`src/rtl/hmcik_pkg.sv`:
```
// Shared types and constants for the chained-key hash table.
package hmcik_pkg;

  localparam int KEY_W = 32;
  localparam int VAL_W = 32;
  localparam int CNT_W = 9;
  localparam int NB_W  = 7;

  typedef enum logic [1:0] {
    KIND_PUT    = 2'd0,
    KIND_GET    = 2'd1,
    KIND_REMOVE = 2'd2,
    KIND_CLEAR  = 2'd3
  } kind_e;

  localparam logic [1:0] ST_OK   = 2'd0;
  localparam logic [1:0] ST_FAIL = 2'd1;
  localparam logic [1:0] ST_FULL = 2'd2;

endpackage

```
`src/rtl/hmcik_mod.sv`:
```
// Iterative signed key modulo bucket count, four quotient bits per cycle.
module hmcik_mod (
  input  logic                       clk_i,
  input  logic                       rst_ni,
  input  logic                       start_i,
  input  logic [hmcik_pkg::KEY_W-1:0] key_i,
  input  logic [hmcik_pkg::NB_W-1:0]  n_i,
  output logic                       done_o,
  output logic [hmcik_pkg::NB_W-1:0]  rem_o
);

  localparam int STEP  = 4;
  localparam int ITERS = hmcik_pkg::KEY_W / STEP;
  localparam int CW    = $clog2(ITERS);

  logic [hmcik_pkg::KEY_W-1:0] mag_q, mag_d;
  logic [hmcik_pkg::NB_W-1:0]  rem_q, rem_d, n_q;
  logic [CW-1:0]               cnt_q;
  logic                        neg_q, busy_q, done_q;

  always_comb begin
    logic [hmcik_pkg::NB_W:0] r8;
    mag_d = mag_q;
    rem_d = rem_q;
    for (int i = 0; i < STEP; i++) begin
      r8    = {rem_d, mag_d[hmcik_pkg::KEY_W-1]};
      mag_d = {mag_d[hmcik_pkg::KEY_W-2:0], 1'b0};
      if (r8 >= {1'b0, n_q}) begin
        r8 = r8 - {1'b0, n_q};
      end
      rem_d = r8[hmcik_pkg::NB_W-1:0];
    end
  end

  always_ff @(posedge clk_i or negedge rst_ni) begin
    if (!rst_ni) begin
      busy_q <= 1'b0;
      done_q <= 1'b0;
      cnt_q  <= '0;
    end else begin
      done_q <= 1'b0;
      if (start_i) begin
        busy_q <= 1'b1;
        cnt_q  <= '0;
        neg_q  <= key_i[hmcik_pkg::KEY_W-1];
        mag_q  <= key_i[hmcik_pkg::KEY_W-1] ? (~key_i + 1'b1) : key_i;
        rem_q  <= '0;
        n_q    <= n_i;
      end else if (busy_q) begin
        mag_q <= mag_d;
        rem_q <= rem_d;
        cnt_q <= cnt_q + 1'b1;
        if (cnt_q == CW'(ITERS - 1)) begin
          busy_q <= 1'b0;
          done_q <= 1'b1;
        end
      end
    end
  end

  assign done_o = done_q;
  // negative keys fold to the non-negative residue
  assign rem_o  = (neg_q && rem_q != '0) ? (n_q - rem_q) : rem_q;

endmodule

```
`config.mk`:
```
export PLATFORM = sky130hd
export DESIGN_NAME = hmcik_mod
export DESIGN_NICKNAME = d
export VERILOG_FILES = /design/src/rtl/hmcik_pkg.sv /design/src/rtl/hmcik_mod.sv
export SDC_FILE = /design/constraint.sdc
export NUM_CORES = 1
export LEC_CHECK = 0
export BUFFER_PORTS_ARGS = -buffer_cell sky130_fd_sc_hd__buf_2
export CAP_MARGIN = 20
export CORE_AREA = 2 2 100 102
export CTS_BUF_LIST = sky130_fd_sc_hd__clkbuf_8
export CTS_CLUSTER_DIAMETER = 30
export DETAILED_ROUTE_END_ITERATION = 16
export DIE_AREA = 0 0 102 104
export PLACE_DENSITY = 0.76
export SYNTH_ARGS = -nofsm -noshare
export SYNTH_HDL_FRONTEND = slang
export SYNTH_SLANG_ARGS = --single-unit
```
`constraint.sdc`:
```
create_clock -name clk_i -period 9.78 [get_ports clk_i]
set_clock_uncertainty 0.05 [all_clocks]
set_input_delay 1.467 -clock clk_i [delete_from_list [all_inputs] [get_ports clk_i]]
set_output_delay 1.467 -clock clk_i [all_outputs]
set_load 0.1 [all_outputs]
```
==> results.json <==
{
  "status": "completed",
  "ys_ff_latch": 52,
  "postCtsHoldBufs": 0,
  "cts_tree": "built",
  "grt_pass1_vias": 3750,
  "crit_type": "reg -> reg",
  "dr.pass1.iters": 5,
  "synth_top_cell_by_area": "edfxtp_1",
  "avgSynthCellArea_um2": 9.24,
  "syn_area_um2": 4640,
  "fin_ws_ns": 0.769,
  "cts-root-buf": "clkbuf_8",
  "crit_required_ns": 9.78,
  "synth_area_leaders": "edfxtp_1 30%, ha_1 10%, xor2_1 6.2%",
  "crit_top_cell": "a21oi_1",
  "slowest_stage": "fa_1",
  "fin_nets": 626,
  "die_w_um": 102,
  "row_count": 36,
  "cts_buffer_depth": 2,
  "layout_commonest_cell": "nor2_1",
  "final_cell_mix": "54 x nor2_1, 49 x buf_2, 47 x edfxtp_1, 43 x a21oi_1, 37 x ha_1",
  "start_util_pct": 48.6,
  "min_period_ns": 9.01,
  "ant_nets": 0,
  "synth_top_area_share_pct": 30.4,
  "clock_sinks": 52,
  "post-place-ws_ns": 0.924,
  "rsz0062_at_grt": "no",
  "setup_viol": 0,
  "synth_edf_count": 47,
  "clkTransAtPathRegs_ns": 0.10,
  "async_flop_share_pct": 9.62,
  "ys_seq_area_share_pct": 33.1,
  "crit_arrival_ns": 9.01,
  "ys.flop_type": "edfxtp_1",
  "finalCritPeriodShare_pct": 92.1,
  "crit_path_start_kind": "flip-flop",
  "crit_family": "compound AO/OA/AOI/OAI gates",
  "syn_inst": 502,
  "synthDistinctLibCells": 58,
  "vias_per_cell": 5.84,
  "overflow": 0,
  "cts-buffers-inserted": 5,
  "chipHeight_um": 104,
  "postCtsSetupRepairBufs": 0,
  "max_freq_ghz": 0.111,
  "num_io_pins": 50,
  "fin_cells": 676,
  "dieArea_um2": 10600,
  "slew_headroom_pct": 32.2,
  "hold_path_class": "reg -> reg",
  "critPathMaxFanout": 14,
  "antenna_found_initial": 0,
  "htreeDepth": 2,
  "cts_resized": 0,
  "worstMarginPinSlew_ns": 1.01,
  "report.final.slew_viol_count": 0,
  "dp_hpwl_um": 8230,
  "reg2reg_slack_ns": 0.77,
  "critPathBufInv": 1,
  "diodes": 0,
  "routed_wl_um": 10800,
  "placedCellCount": 668,
  "port_buffers": 49,
  "syn_nets": 586,
  "layout-drive-gt1-share_pct": 14.5,
  "max_cap_viol_count": 0,
  "hold_viol": 0,
  "crit_path_max_incr_delay_ns": 0.52,
  "vias": 3945,
  "grt_max_degree": 63,
  "coreArea_um2": 9550,
  "drt_iter0_drc": 275,
  "ys_warn_count": 0,
  "routabilityCongestion": 0.966,
  "grt_pass1_wl_um": 17600,
  "clock_latency_ns": 0.31,
  "end_kind": "flip-flop",
  "area_growth_pct": 9.49,
  "grt_use_total_pct": 20.6,
  "timing.setup.tns_ns": 0,
  "wl_per_cell_um": 15.9,
  "drc_errors": 0
}
==> stage by stage <==
| step | util, % | hold WS (ns) | cell area [um^2] |
|---|---|---|---|
| 3_3_place_gp | 52.3 | 0.460 | 4990 |
| 3_5_place_dp | 52.3 | 0.474 | 4990 |
| 2_1_floorplan | - | 0.440 | 4640 |
| 6_report | 53.2 | 0.493 | 5080 |
| 4_1_cts | 53.2 | 0.497 | 5080 |
| 5_1_grt | 53.2 | 0.544 | 5080 |
==> area by class of cell <==
cell class                 count  area [um^2]
clock inverter                 3         21.3
multi-input combinational    399         2900
clock buffer                   5         68.8
tap                          133          166
sequential                    52         1540
inverter                      33          124
fill                         897         4470
timing repair buffer          51          260
==> kinds of logic after synthesis <==
logic type | after synthesis | synth area share (%)
AO/OA/AOI/OAI | 154 | 23.4
XOR/XNOR | 47 | 8.87
adder cells (fa/ha/maj) | 42 | 12.1
buffers and inverters | 51 | 4.48
flip-flops | 52 | 33.1
multiplexers | 9 | 2.05
AND/OR/NAND/NOR | 147 | 15.9
==> final timing paths <==
check                         start  depth (start not counted)        to
setup / recovery             n_q[1]                         30  rem_q[0]
hold / removal             cnt_q[1]                          2  cnt_q[1]
setup reg to reg             n_q[1]                         30  rem_q[0]
hold reg to reg            cnt_q[1]                          2  cnt_q[1]
max in group asynchronous    rst_ni                          1  cnt_q[1]
min in group asynchronous    rst_ni                          1    done_o
==> cell usage after synthesis, types with 3 or more instances <==
cell type / count
xor2_1: 33
a21o_1: 12
fa_1: 5
ha_1: 37
a311oi_1: 5
clkbuf_1: 15
nor4_2: 3
o21a_1: 5
o31ai_1: 8
o21bai_1: 3
nand3_1: 11
nor2b_1: 11
dfrtp_1: 5
a211oi_1: 11
nor2_1: 54
or4_1: 5
nand2b_1: 3
o21ai_0: 33
o41ai_1: 6
mux2i_1: 5
a31oi_1: 4
and3_1: 4
nand4_1: 7
edfxtp_1: 47
nand2_1: 29
a21oi_1: 43
mux2_2: 4
nor3_1: 8
inv_1: 33
xnor2_1: 14
o31a_1: 3
==> tightest hold or removal path, cell delays in order, from the launching register on <==
cell	delay (ns)
dfrtp_1	0.36
mux2i_1	0.07
nor2_1	0.09
==> sequential cells by signal, summed over array words and instances, names as in the netlist <==
register and flops:
done_o 1, rem_q 7, neg_q 1, cnt_q 3, n_q 7, mag_q 32, busy_q 1
==> routing by layer <==
layer	share of wire, %	global-route usage [%]
met5	0	0
met4	1.8	6.00
met2	49	35.1
met1	44	26.9
met3	5.4	3.09
Power is not shown: default switching activity piles up to over one toggle a cycle in this logic, so the estimate is an artifact.
