**src/rtl/hmcik_ram.sv**
```systemverilog
// Generic simple dual-port RAM with registered read.
module hmcik_ram #(
  parameter int WIDTH = 8,
  parameter int DEPTH = 16
) (
  input  logic                                    clk_i,
  input  logic                                    we_i,
  input  logic [(DEPTH > 1 ? $clog2(DEPTH) : 1)-1:0] waddr_i,
  input  logic [WIDTH-1:0]                        wdata_i,
  input  logic [(DEPTH > 1 ? $clog2(DEPTH) : 1)-1:0] raddr_i,
  output logic [WIDTH-1:0]                        rdata_o
);

  logic [WIDTH-1:0] mem_q [DEPTH];

  always_ff @(posedge clk_i) begin
    if (we_i) begin
      mem_q[waddr_i] <= wdata_i;
    end
    rdata_o <= mem_q[raddr_i];
  end

endmodule

```
**config.mk**
```make
export PLATFORM = sky130hd
export DESIGN_NAME = hmcik_ram
export DESIGN_NICKNAME = d
export VERILOG_FILES = /design/src/rtl/hmcik_ram.sv
export SDC_FILE = /design/constraint.sdc
export NUM_CORES = 1
export LEC_CHECK = 0
export ABC_AREA = 1
export BUFFER_PORTS_ARGS = -buffer_cell sky130_fd_sc_hd__buf_2
export CAP_MARGIN = 20
export CORE_UTILIZATION = 40
export DETAILED_ROUTE_END_ITERATION = 12
export PLACE_DENSITY = 0.65
export SLEW_MARGIN = 30
export SYNTH_ARGS = -nofsm -noshare
export SYNTH_HDL_FRONTEND = slang
export SYNTH_SLANG_ARGS = --single-unit
```
**constraint.sdc**
```tcl
create_clock -name clk_i -period 1.73 [get_ports clk_i]
set_clock_uncertainty 0.15 [all_clocks]
set_input_delay 0.346 -clock clk_i [delete_from_list [all_inputs] [get_ports clk_i]]
set_output_delay 0.346 -clock clk_i [all_outputs]
set_load 0.05 [all_outputs]
```
==> qor.csv, run 1 <==
stage,metric,value,unit
floorplan,Initial Utilization,0.412,
setup_path,R2R cell count,6,
setup_path,CP Cell Sequence,buf_2,
setup_path,CP endpoint kind,output pin,
global_routing,first-pass GRT wire length,20.2,mm
place,post-placement setup slack,0.160,ns
layout,ant diodes,0,
drt,drt wl/cell,16.3,um
floorplan,chip width,122,um
layout,share of cells above drive strength 1,0.126,
floorplan,Die ar.,14900,um2
global_routing,largest net degree at the start of global routing,43,
layout,Fill cells,1286,
layout,final core occ,0.479,
layout,area grow syn2layout,16.1,%
clocking,Post-CTS Resized,0,
power_and_ir_drop,P_leak,0.00292,uW
setup_path,crit path DAT,1.08,ns
sta,Final Max Slew Viols,0,
drt,# DRC,0,
setup_path,WP data required,1.23,ns
sta,Worst Max-Slew Pin Slew,0.399,ns
yosys,post-synthesis sequential area ratio,0.694,
job,max cap viols,0,
layout,Final #Nets,614,
sta,Final min period,1.58,ns
floorplan,Rows,43,
yosys,synth warn,0,
place,Placed Cells,757,
clocking,Clock Sinks,136,
global_routing,gr ovfl total,0,
setup_path,WS Path Type,flop to output pin,
setup_path,Setup crit start kind,flop,
drt,first drt pass iteration count,5,
clocking,CTS H-tree depth,4,
clocking,Longest Clk Path Bufs,2,
clocking,Worst-path clk slew,0.05,ns
place,GPL Wtd Cong,0.830,
clocking,root buf cell,clkbuf_16,
yosys,#FFs+latches synth,136,
min_path,cell count of the worst hold path,3,
power_and_ir_drop,PD cells,1110,nW/um2
drt,vias,3850,
sta,setup_tns,0,ns
setup_path,"Largest stage delay, worst path",0.38,ns
setup_path,cell count along the critical path,1,
drt,Routed Antenna Nets,0,
global_routing,initial antenna violation count,0,
global_routing,Tot GR Track Use,0.190,
power_and_ir_drop,Max IR drop VDD,0.627,mV
drt,DR vias/cell,4.88,
sta,"Hold Vio Cnt, Final",0,
setup_path,"delay-heaviest family, CP",flip-flops,
clocking,CTS Buf Count,17,
setup_path,"Max FO, Critical Path",1,
sta,Slew headroom,0.734,
clocking,Post-CTS Setup Bufs,0,
global_routing,number of global-route vias before repair,3690,
sta,RSZ-0062 raised after global routing,no,
yosys,post-synthesis cell type count,12,
floorplan,core area,14000,um2
sta,Setup-failing EPs final,0,
sta,f_max,633,MHz
place,dpl hpwl,8.37,mm
drt,WL final,12.9,mm
drt,Iter 0 DRT Violations,436,
place,port bufs,25,
floorplan,I/O pins,26,
clocking,CTS tree,done,
yosys,Syn Inst Count,551,
floorplan,die height,122,um
sta,final worst slack,0.151,ns
setup_path,Worst path slowest cell,dfxtp_1,
setup_path,Worst Path Buf+Inv,1,
run_status,status,completed,
sta,fin crit share,0.913,
layout,final std cells w/o fill,789,
yosys,post-synth net total,569,
clocking,hold_buf cts,0,
min_path,HP Class,primary input to flop,
yosys,Post-Syn Area,5770,um2
yosys,Syn Area/Cell,10.5,um2
clocking,clock latency on the worst-skew pair,0.42,ns
worst register-to-register path, cell delays in order, from the launching register on:
cell and delay [ns]:
edfxtp_1 0.38, nand2_1 0.08, nand2_1 0.06, nand2_1 0.07
nand3_1 0.11, nand3_1 0.15, nand2_1 0.08
per-stage QoR:
step / power [uW] / hold slack [ns] / instance area, um2
detailed placement: 4310 / 0.520 / 6180
finish: 7410 / 0.159 / 6690
global route: 7640 / 0.172 / 6690
floorplan: 4110 / 0.295 / 5770
global placement: 4300 / 0.500 / 6180
CTS: 7460 / 0.141 / 6690
cells in the final DEF, fill, tap and decap left out, types with 3 or more instances in the layout:
cell,count
clkinv_2,5
nand2_1,173
dfxtp_1,8
nor2_1,17
clkbuf_8,3
buf_4,22
clkbuf_16,17
buf_12,3
buf_2,25
clkbuf_1,7
nand3_1,97
inv_1,100
edfxtp_1,128
sequential cells by signal (all words and copies together), names as in the netlist:
signal   cells
mem_q      128
rdata_o      8
metal layers:
| metal | vias up | wire length (um) | part of all wire | global-route usage |
|---|---|---|---|---|
| met5 | - | 0 | 0 | 0 |
| met4 | 0 | 255 | 0.020 | 0.0770 |
| met3 | 20 | 923 | 0.072 | 0.0543 |
| met2 | 145 | 6140 | 0.48 | 0.294 |
| met1 | 1822 | 5550 | 0.43 | 0.250 |
| li1 | 1863 | - | - | - |
kinds of logic (layout without fill, tap and decap cells):
logic type | count (synthesis) | count (layout) | share of synthesized area
flops | 136 | 136 | 0.694
simple gates | 289 | 289 | 0.210
buf+inv | 126 | 184 | 0.0952
path summary, 6_finish.rpt:
check / end / slack [ns] / from
hold reg to reg: rdata_o[7] / 0.53 / mem_q[6][7]
setup reg to reg: rdata_o[5] / 0.55 / mem_q[3][5]
hold / removal: rdata_o[4] / 0.16 / raddr_i[3]
setup / recovery: rdata_o[3] / 0.15 / rdata_o[3]
report_power, final:
part	switching [uW]	internal, uW
registers	28.0	3690
logic	382	144
clock network	1240	1930
Yosys cell counts:
library cell  instances  area [um2]
dfxtp_1               8         160
inv_2                 2        7.51
buf_2                13        65.1
edfxtp_1            128        3840
nand3b_1              2        15.0
inv_1               100         375
buf_4                 4        30.0
nand2_1             173         649
nand3_1              97         485
nor2_1               17        63.8
buf_6                 6        67.6
buf_1                 1        3.75
final cells by class:
class / count / area [um2] / area share
clock buffer: 27 / 493 / 0.0736
clock inverter: 5 / 25.0 / 0.00374
inverter: 102 / 383 / 0.0572
multi-input combinational: 289 / 1210 / 0.181
sequential: 136 / 4000 / 0.598
tap: 180 / 225 / 0.0336
timing repair buffer: 50 / 350 / 0.0523
Note: power is estimated with default switching activity, not from simulation.
==> run 2: changes to the inputs <==
==> constraint.sdc (replaced) <==
create_clock -name clk_i -period 2 [get_ports clk_i]
set_clock_uncertainty 0.15 [all_clocks]
set_input_delay 0.4 -clock clk_i [delete_from_list [all_inputs] [get_ports clk_i]]
set_output_delay 0.4 -clock clk_i [all_outputs]
set_load 0.05 [all_outputs]
==> run 2 against run 1 <==
Power decreased by 13%. Sequential power decreased by 13%. Clock power decreased by 13%. Critical path type unchanged. Largest power group unchanged.
==> qor.csv, run 2 (same netlist as run 1, synthesis figures left out) <==
stage,metric,value,unit,change
layout,Fill cells,1283,,-0.23%
clocking,hold_buf cts,0,,unchanged
clocking,Clock Sinks,136,,unchanged
floorplan,Die ar.,14900,um2,unchanged
drt,first drt pass iteration count,7,,+2
drt,DR vias/cell,4.92,,+0.86%
drt,WL final,12.9,mm,+0.22%
floorplan,chip width,122,um,unchanged
setup_path,Worst path slowest cell,dfxtp_1,,
drt,Routed Antenna Nets,0,,unchanged
global_routing,number of global-route vias before repair,3899,,+5.7%
drt,# DRC,0,,unchanged
sta,Final Max Slew Viols,0,,unchanged
drt,drt wl/cell,16.3,um,about the same
sta,fin crit share,0.781,,
layout,"most common cell after layout, fill and taps aside",nand2_1,,
sta,Final min period,1.56,ns,
setup_path,Setup crit start kind,flop,,
setup_path,WS Path Type,flop to output pin,,
job,max cap viols,0,,unchanged
clocking,Worst-path clk slew,0.06,ns,about the same
layout,Final #Nets,615,,+0.16%
clocking,Post-CTS Setup Bufs,0,,unchanged
layout,final std cells w/o fill,790,,+0.13%
global_routing,first-pass GRT wire length,20.4,mm,+1.2%
layout,ant diodes,0,,unchanged
setup_path,CP Cell Sequence,buf_2,,
power_and_ir_drop,PD cells,960,nW/um2,-13%
setup_path,"Max FO, Critical Path",1,,unchanged
sta,setup_tns,0,ns,unchanged
setup_path,"delay-heaviest family, CP",flip-flops,,
layout,biggest regs,"mem_q (128), rdata_o (8)",,
setup_path,"Largest stage delay, worst path",0.33,ns,-0.05 ns
setup_path,CP endpoint kind,output pin,,
place,GPL Wtd Cong,0.828,,-0.28%
place,port bufs,25,,unchanged
global_routing,initial antenna violation count,0,,unchanged
floorplan,I/O pins,26,,unchanged
sta,"Hold Vio Cnt, Final",0,,unchanged
layout,share of cells above drive strength 1,0.130,,+0.00307
floorplan,core area,14000,um2,unchanged
global_routing,largest net degree at the start of global routing,48,,+12%
layout,most frequent cells in the layout,"nand2_1, edfxtp_1, inv_1",,
clocking,Longest Clk Path Bufs,2,,unchanged
sta,Slew headroom,0.644,,-0.0900
run_status,status,completed,,
sta,Worst Max-Slew Pin Slew,0.533,ns,+0.134 ns
layout,area grow syn2layout,16.0,%,about the same
setup_path,Worst Path Buf+Inv,1,,unchanged
global_routing,Tot GR Track Use,0.190,,+0.000869
power_and_ir_drop,P_leak,0.00292,uW,about the same
clocking,CTS Buf Count,17,,unchanged
setup_path,crit path DAT,1.01,ns,-0.07 ns
floorplan,Initial Utilization,0.412,,unchanged
clocking,CTS H-tree depth,4,,unchanged
sta,f_max,641,MHz,
clocking,clock latency on the worst-skew pair,0.43,ns,about the same
place,Placed Cells,758,,+0.13%
drt,Iter 0 DRT Violations,413,,-5.3%
layout,Largest Register,mem_q,,
min_path,HP Class,primary input to flop,,
clocking,Post-CTS Resized,0,,unchanged
place,dpl hpwl,8.29,mm,-0.85%
floorplan,Rows,43,,unchanged
global_routing,gr ovfl total,0,,unchanged
layout,max reg flops,128,,unchanged
clocking,root buf cell,clkbuf_16,,
setup_path,WP data required,1.45,ns,+0.22 ns
sta,RSZ-0062 raised after global routing,no,,
drt,vias,3888,,+0.99%
power_and_ir_drop,Max IR drop VDD,0.554,mV,-12%
clocking,CTS tree,done,,
sta,Setup-failing EPs final,0,,unchanged
floorplan,die height,122,um,unchanged
==> run 2: changes by cell type in the layout (fill, tap and decap cells not counted), sizes merged <==
cell,before,now
bufinv,0,1
clkinv,5,11
buf,50,51
clkinvlp,0,1
clkbuf,27,19
==> run 2: layout make-up <==
class / instances / area, um2 / share of cell area
Timing Repair Buffer: 51 / 345 / 0.0516
Tap cell: 180 / 225 / 0.0337
Multi-Input combinational cell: 289 / 1210 / 0.181
Inverter: 102 / 383 / 0.0572
Sequential cell: 136 / 4000 / 0.598
Clock inverter: 13 / 87.6 / 0.0131
Clock buffer: 19 / 433 / 0.0647
==> run 2: report_power, final <==
part           internal (uW)  switching (uW)  total, uW
sequential              3190            17.7       3210
clock                   1670            1100       2770
combinational            121             331        452
total                   4980            1450       6420
==> run 2: path summary, 6_finish.rpt <==
| path | start | endpoint | slack (ns) | depth (start not counted) |
|---|---|---|---|---|
| hold reg to reg | mem_q[12][1] | rdata_o[1] | 0.52 | 6 |
| hold / removal | raddr_i[3] | rdata_o[6] | 0.19 | 3 |
| setup / recovery | rdata_o[5] | rdata_o[5] | 0.44 | 1 |
| setup reg to reg | mem_q[6][0] | rdata_o[0] | 0.80 | 6 |
==> run 2: worst min-delay path: cells and delay by family <==
family / cells / cell delay, ns
buffers and inverters: 1 / 0.17
and+or+nand+nor: 2 / 0.14
==> run 2: per-layer routing <==
metal,GRT usage,wire [um],part of all wire
met4,0.0770,212,0.016
met2,0.315,6340,0.49
met3,0.0492,628,0.049
met5,0,0,0
met1,0.237,5720,0.44
==> run 2: stage by stage <==
step	hold slack, ns	power (uW)	utilization	setup slack, ns	area (um2)
after floorplan	0.349	3550	-	0.499	5770
after CTS	0.181	6460	0.478	0.431	6690
after global routing	0.197	6620	0.478	0.415	6690
final	0.189	6420	0.478	0.439	6690
after global placement	0.509	3710	0.441	0.348	6170
after detailed placement	0.517	3720	0.441	0.343	6170
==> run 3: changes to the inputs <==
==> constraint.sdc (replaced) <==
create_clock -name clk_i -period 1.6 [get_ports clk_i]
set_clock_uncertainty 0.15 [all_clocks]
set_input_delay 0.32 -clock clk_i [delete_from_list [all_inputs] [get_ports clk_i]]
set_output_delay 0.32 -clock clk_i [all_outputs]
set_load 0.05 [all_outputs]
==> run 3 against run 2 <==
Worst setup slack lost 0.31 ns. Sequential share of layout area decreased by 0.52 points. First-iteration DRC count decreased by 18%. Largest cell class unchanged. Highest routed layer unchanged.
==> qor.csv, run 3 (same netlist as run 1, synthesis figures left out) <==
stage,metric,value,unit,change
sta,Setup-failing EPs final,0,,unchanged
clocking,Post-CTS Setup Bufs,0,,unchanged
clocking,Longest Clk Path Bufs,2,,unchanged
setup_path,"Max FO, Critical Path",1,,unchanged
layout,Largest Register,mem_q,,
setup_path,Reg-to-Reg Start,mem_q[1][7],,
sta,RSZ-0062 raised after global routing,no,,
clocking,root buf cell,clkbuf_16,,
layout,share of cells above drive strength 1,0.131,,+0.00164
clocking,clock latency on the worst-skew pair,0.41,ns,-0.02 ns
clocking,Post-CTS Resized,0,,unchanged
layout,final std cells w/o fill,790,,unchanged
drt,WL final,12.8,mm,-0.73%
floorplan,I/O pins,26,,unchanged
drt,met3 wire length,726,um,+16%
sta,Worst Max-Slew Pin Slew,0.482,ns,-0.0512 ns
layout,"most common cell after layout, fill and taps aside",nand2_1,,
setup_path,Worst path slowest cell,dfxtp_1,,
place,port bufs,25,,unchanged
place,Placed Cells,760,,+0.26%
power_and_ir_drop,P_leak,0.00294,uW,+0.66%
min_path,Hold Path Sink,mem_q[4][1],,
power_and_ir_drop,total power,8200,uW,+28%
setup_path,CP endpoint kind,output pin,,
power_and_ir_drop,switching share of power,0.223,,-0.00280
power_and_ir_drop,logic gate share of total power,0.071,,about the same
job,max cap viols,0,,unchanged
drt,drt wl/cell,16.2,um,-0.73%
setup_path,Worst Path Buf+Inv,1,,unchanged
place,placement-stage cell area,6210,um2,+0.65%
setup_path,WP data required,1.13,ns,-0.32 ns
setup_path,crit path DAT,1.00,ns,about the same
global_routing,largest net degree at the start of global routing,37,,-23%
sta,Slew headroom,0.678,,+0.0342
clocking,CTS tree,done,,
power_and_ir_drop,register share of total power,0.488,,-0.011
floorplan,chip width,122,um,unchanged
place,GPL Wtd Cong,0.795,,-4.0%
global_routing,number of global-route vias before repair,3787,,-2.9%
layout,max reg flops,128,,unchanged
drt,Iter 0 DRT Violations,338,,-18%
floorplan,core area,14000,um2,unchanged
setup_path,Crit Reg-Reg Endpoint,rdata_o[7],,
sta,Final Max Slew Viols,0,,unchanged
min_path,hold_sp,wdata_i[1],,
layout,ant diodes,0,,unchanged
min_path,cell count of the worst hold path,1,,-2
layout,biggest regs,"mem_q (128), rdata_o (8)",,
global_routing,Tot GR Track Use,0.186,,-0.00488
setup_path,R2R cell count,6,,unchanged
setup_path,R2R setup slack,0.39,ns,-0.41 ns
min_path,HP Class,primary input to flop,,
drt,DR vias/cell,4.85,,-1.4%
sta,Final min period,1.47,ns,
power_and_ir_drop,PD cells,1220,nW/um2,+27%
power_and_ir_drop,Int Pwr,6380,uW,+28%
layout,Fill cells,1257,,-2.0%
clocking,CTS H-tree depth,4,,unchanged
layout,Final #Nets,617,,+0.33%
global_routing,initial antenna violation count,0,,unchanged
layout,most frequent cells in the layout,"nand2_1, edfxtp_1, inv_1",,
power_and_ir_drop,clock share of power,0.441,,+0.010
sta,f_max,681,MHz,
drt,# DRC,0,,unchanged
power_and_ir_drop,Net Switching,1830,uW,+26%
power_and_ir_drop,Max IR drop VDD,0.729,mV,+31%
setup_path,WS Path Type,flop to output pin,,
floorplan,Rows,43,,unchanged
layout,area grow syn2layout,17.1,%,
setup_path,CP Cell Sequence,buf_2,,
layout,final instance area,6750,um2,+0.88%
clocking,Worst-path clk slew,0.06,ns,about the same
setup_path,"Largest stage delay, worst path",0.33,ns,about the same
global_routing,first-pass GRT wire length,20.1,mm,-1.8%
drt,M1 wire length,5.52,mm,-3.6%
layout,Multi-input gate area,1210,um2,unchanged
sta,setup_tns,0,ns,unchanged
sta,fin crit share,0.918,,
sta,"Hold Vio Cnt, Final",0,,unchanged
drt,vias,3832,,-1.4%
drt,first drt pass iteration count,4,,-3
layout,FF+latch area,4000,um2,unchanged
drt,met2 wire len,6.29,mm,-0.74%
drt,Top Metal Used,met4,,
clocking,Clock Sinks,136,,unchanged
layout,final core occ,0.483,,+0.00420
place,dpl hpwl,8.12,mm,-2.2%
setup_path,"delay-heaviest family, CP",flip-flops,,
clocking,CTS Buf Count,17,,unchanged
global_routing,gr ovfl total,0,,unchanged
floorplan,Initial Utilization,0.412,,unchanged
floorplan,die height,122,um,unchanged
clocking,hold_buf cts,0,,unchanged
drt,Routed Antenna Nets,0,,unchanged
floorplan,Die ar.,14900,um2,unchanged
setup_path,Setup crit start kind,flop,,
run_status,status,completed,,
-- run 3: cell count changes in the layout (fill, tap and decap cells not counted) --
cell        change
clkinv_2        -3
buf_12          +2
clkbuf_1        -2
bufinv_16       +1
clkinv_1        +1
clkinvlp_4      +1
-- run 3: layout make-up --
class                      count  share of cell area
sequential                   136               0.593
multi-input combinational    289               0.180
clock buffer                  17              0.0630
timing repair buffer          53              0.0571
inverter                     102              0.0567
tap                          180              0.0334
clock inverter                13              0.0169
-- run 3: power by group through the flow --
| stage | Sequential (uW) | Combinational (uW) | Clock [uW] |
|---|---|---|---|
| floorplan | 4160 | 281 | 0 |
| global placement | 4080 | 570 | 0 |
| detailed placement | 4080 | 581 | 0 |
| CTS | 4010 | 587 | 3640 |
| global route | 4010 | 639 | 3790 |
| finish | 4000 | 585 | 3610 |
-- run 3: how the worst max path moves through the flow --
stage               start      endpoint  slack (ns)  cells after the start
6_report       rdata_o[5]    rdata_o[5]        0.13                      1
5_1_grt        rdata_o[5]    rdata_o[5]         0.1                      1
4_1_cts        rdata_o[5]    rdata_o[5]        0.11                      1
3_5_place_dp   raddr_i[0]    rdata_o[4]        0.02                      8
3_3_place_gp   raddr_i[0]    rdata_o[4]        0.05                      8
2_1_floorplan  waddr_i[2]  mem_q[10][0]        0.18                      2
-- run 3: metrics by stage --
| step | setup slack (ns) | hold slack, ns |
|---|---|---|
| floorplan | 0.179 | 0.269 |
| global placement | 0.0497 | 0.502 |
| detailed placement | 0.0238 | 0.513 |
| CTS | 0.111 | 0.155 |
| global route | 0.0976 | 0.160 |
| finish | 0.131 | 0.168 |
-- run 3: layer usage --
| metal | vias to the layer above | track usage |
|---|---|---|
| met5 | - | 0 |
| met4 | 0 | 0.0686 |
| met3 | 19 | 0.0417 |
| met2 | 131 | 0.306 |
| met1 | 1817 | 0.239 |
| li1 | 1865 | - |
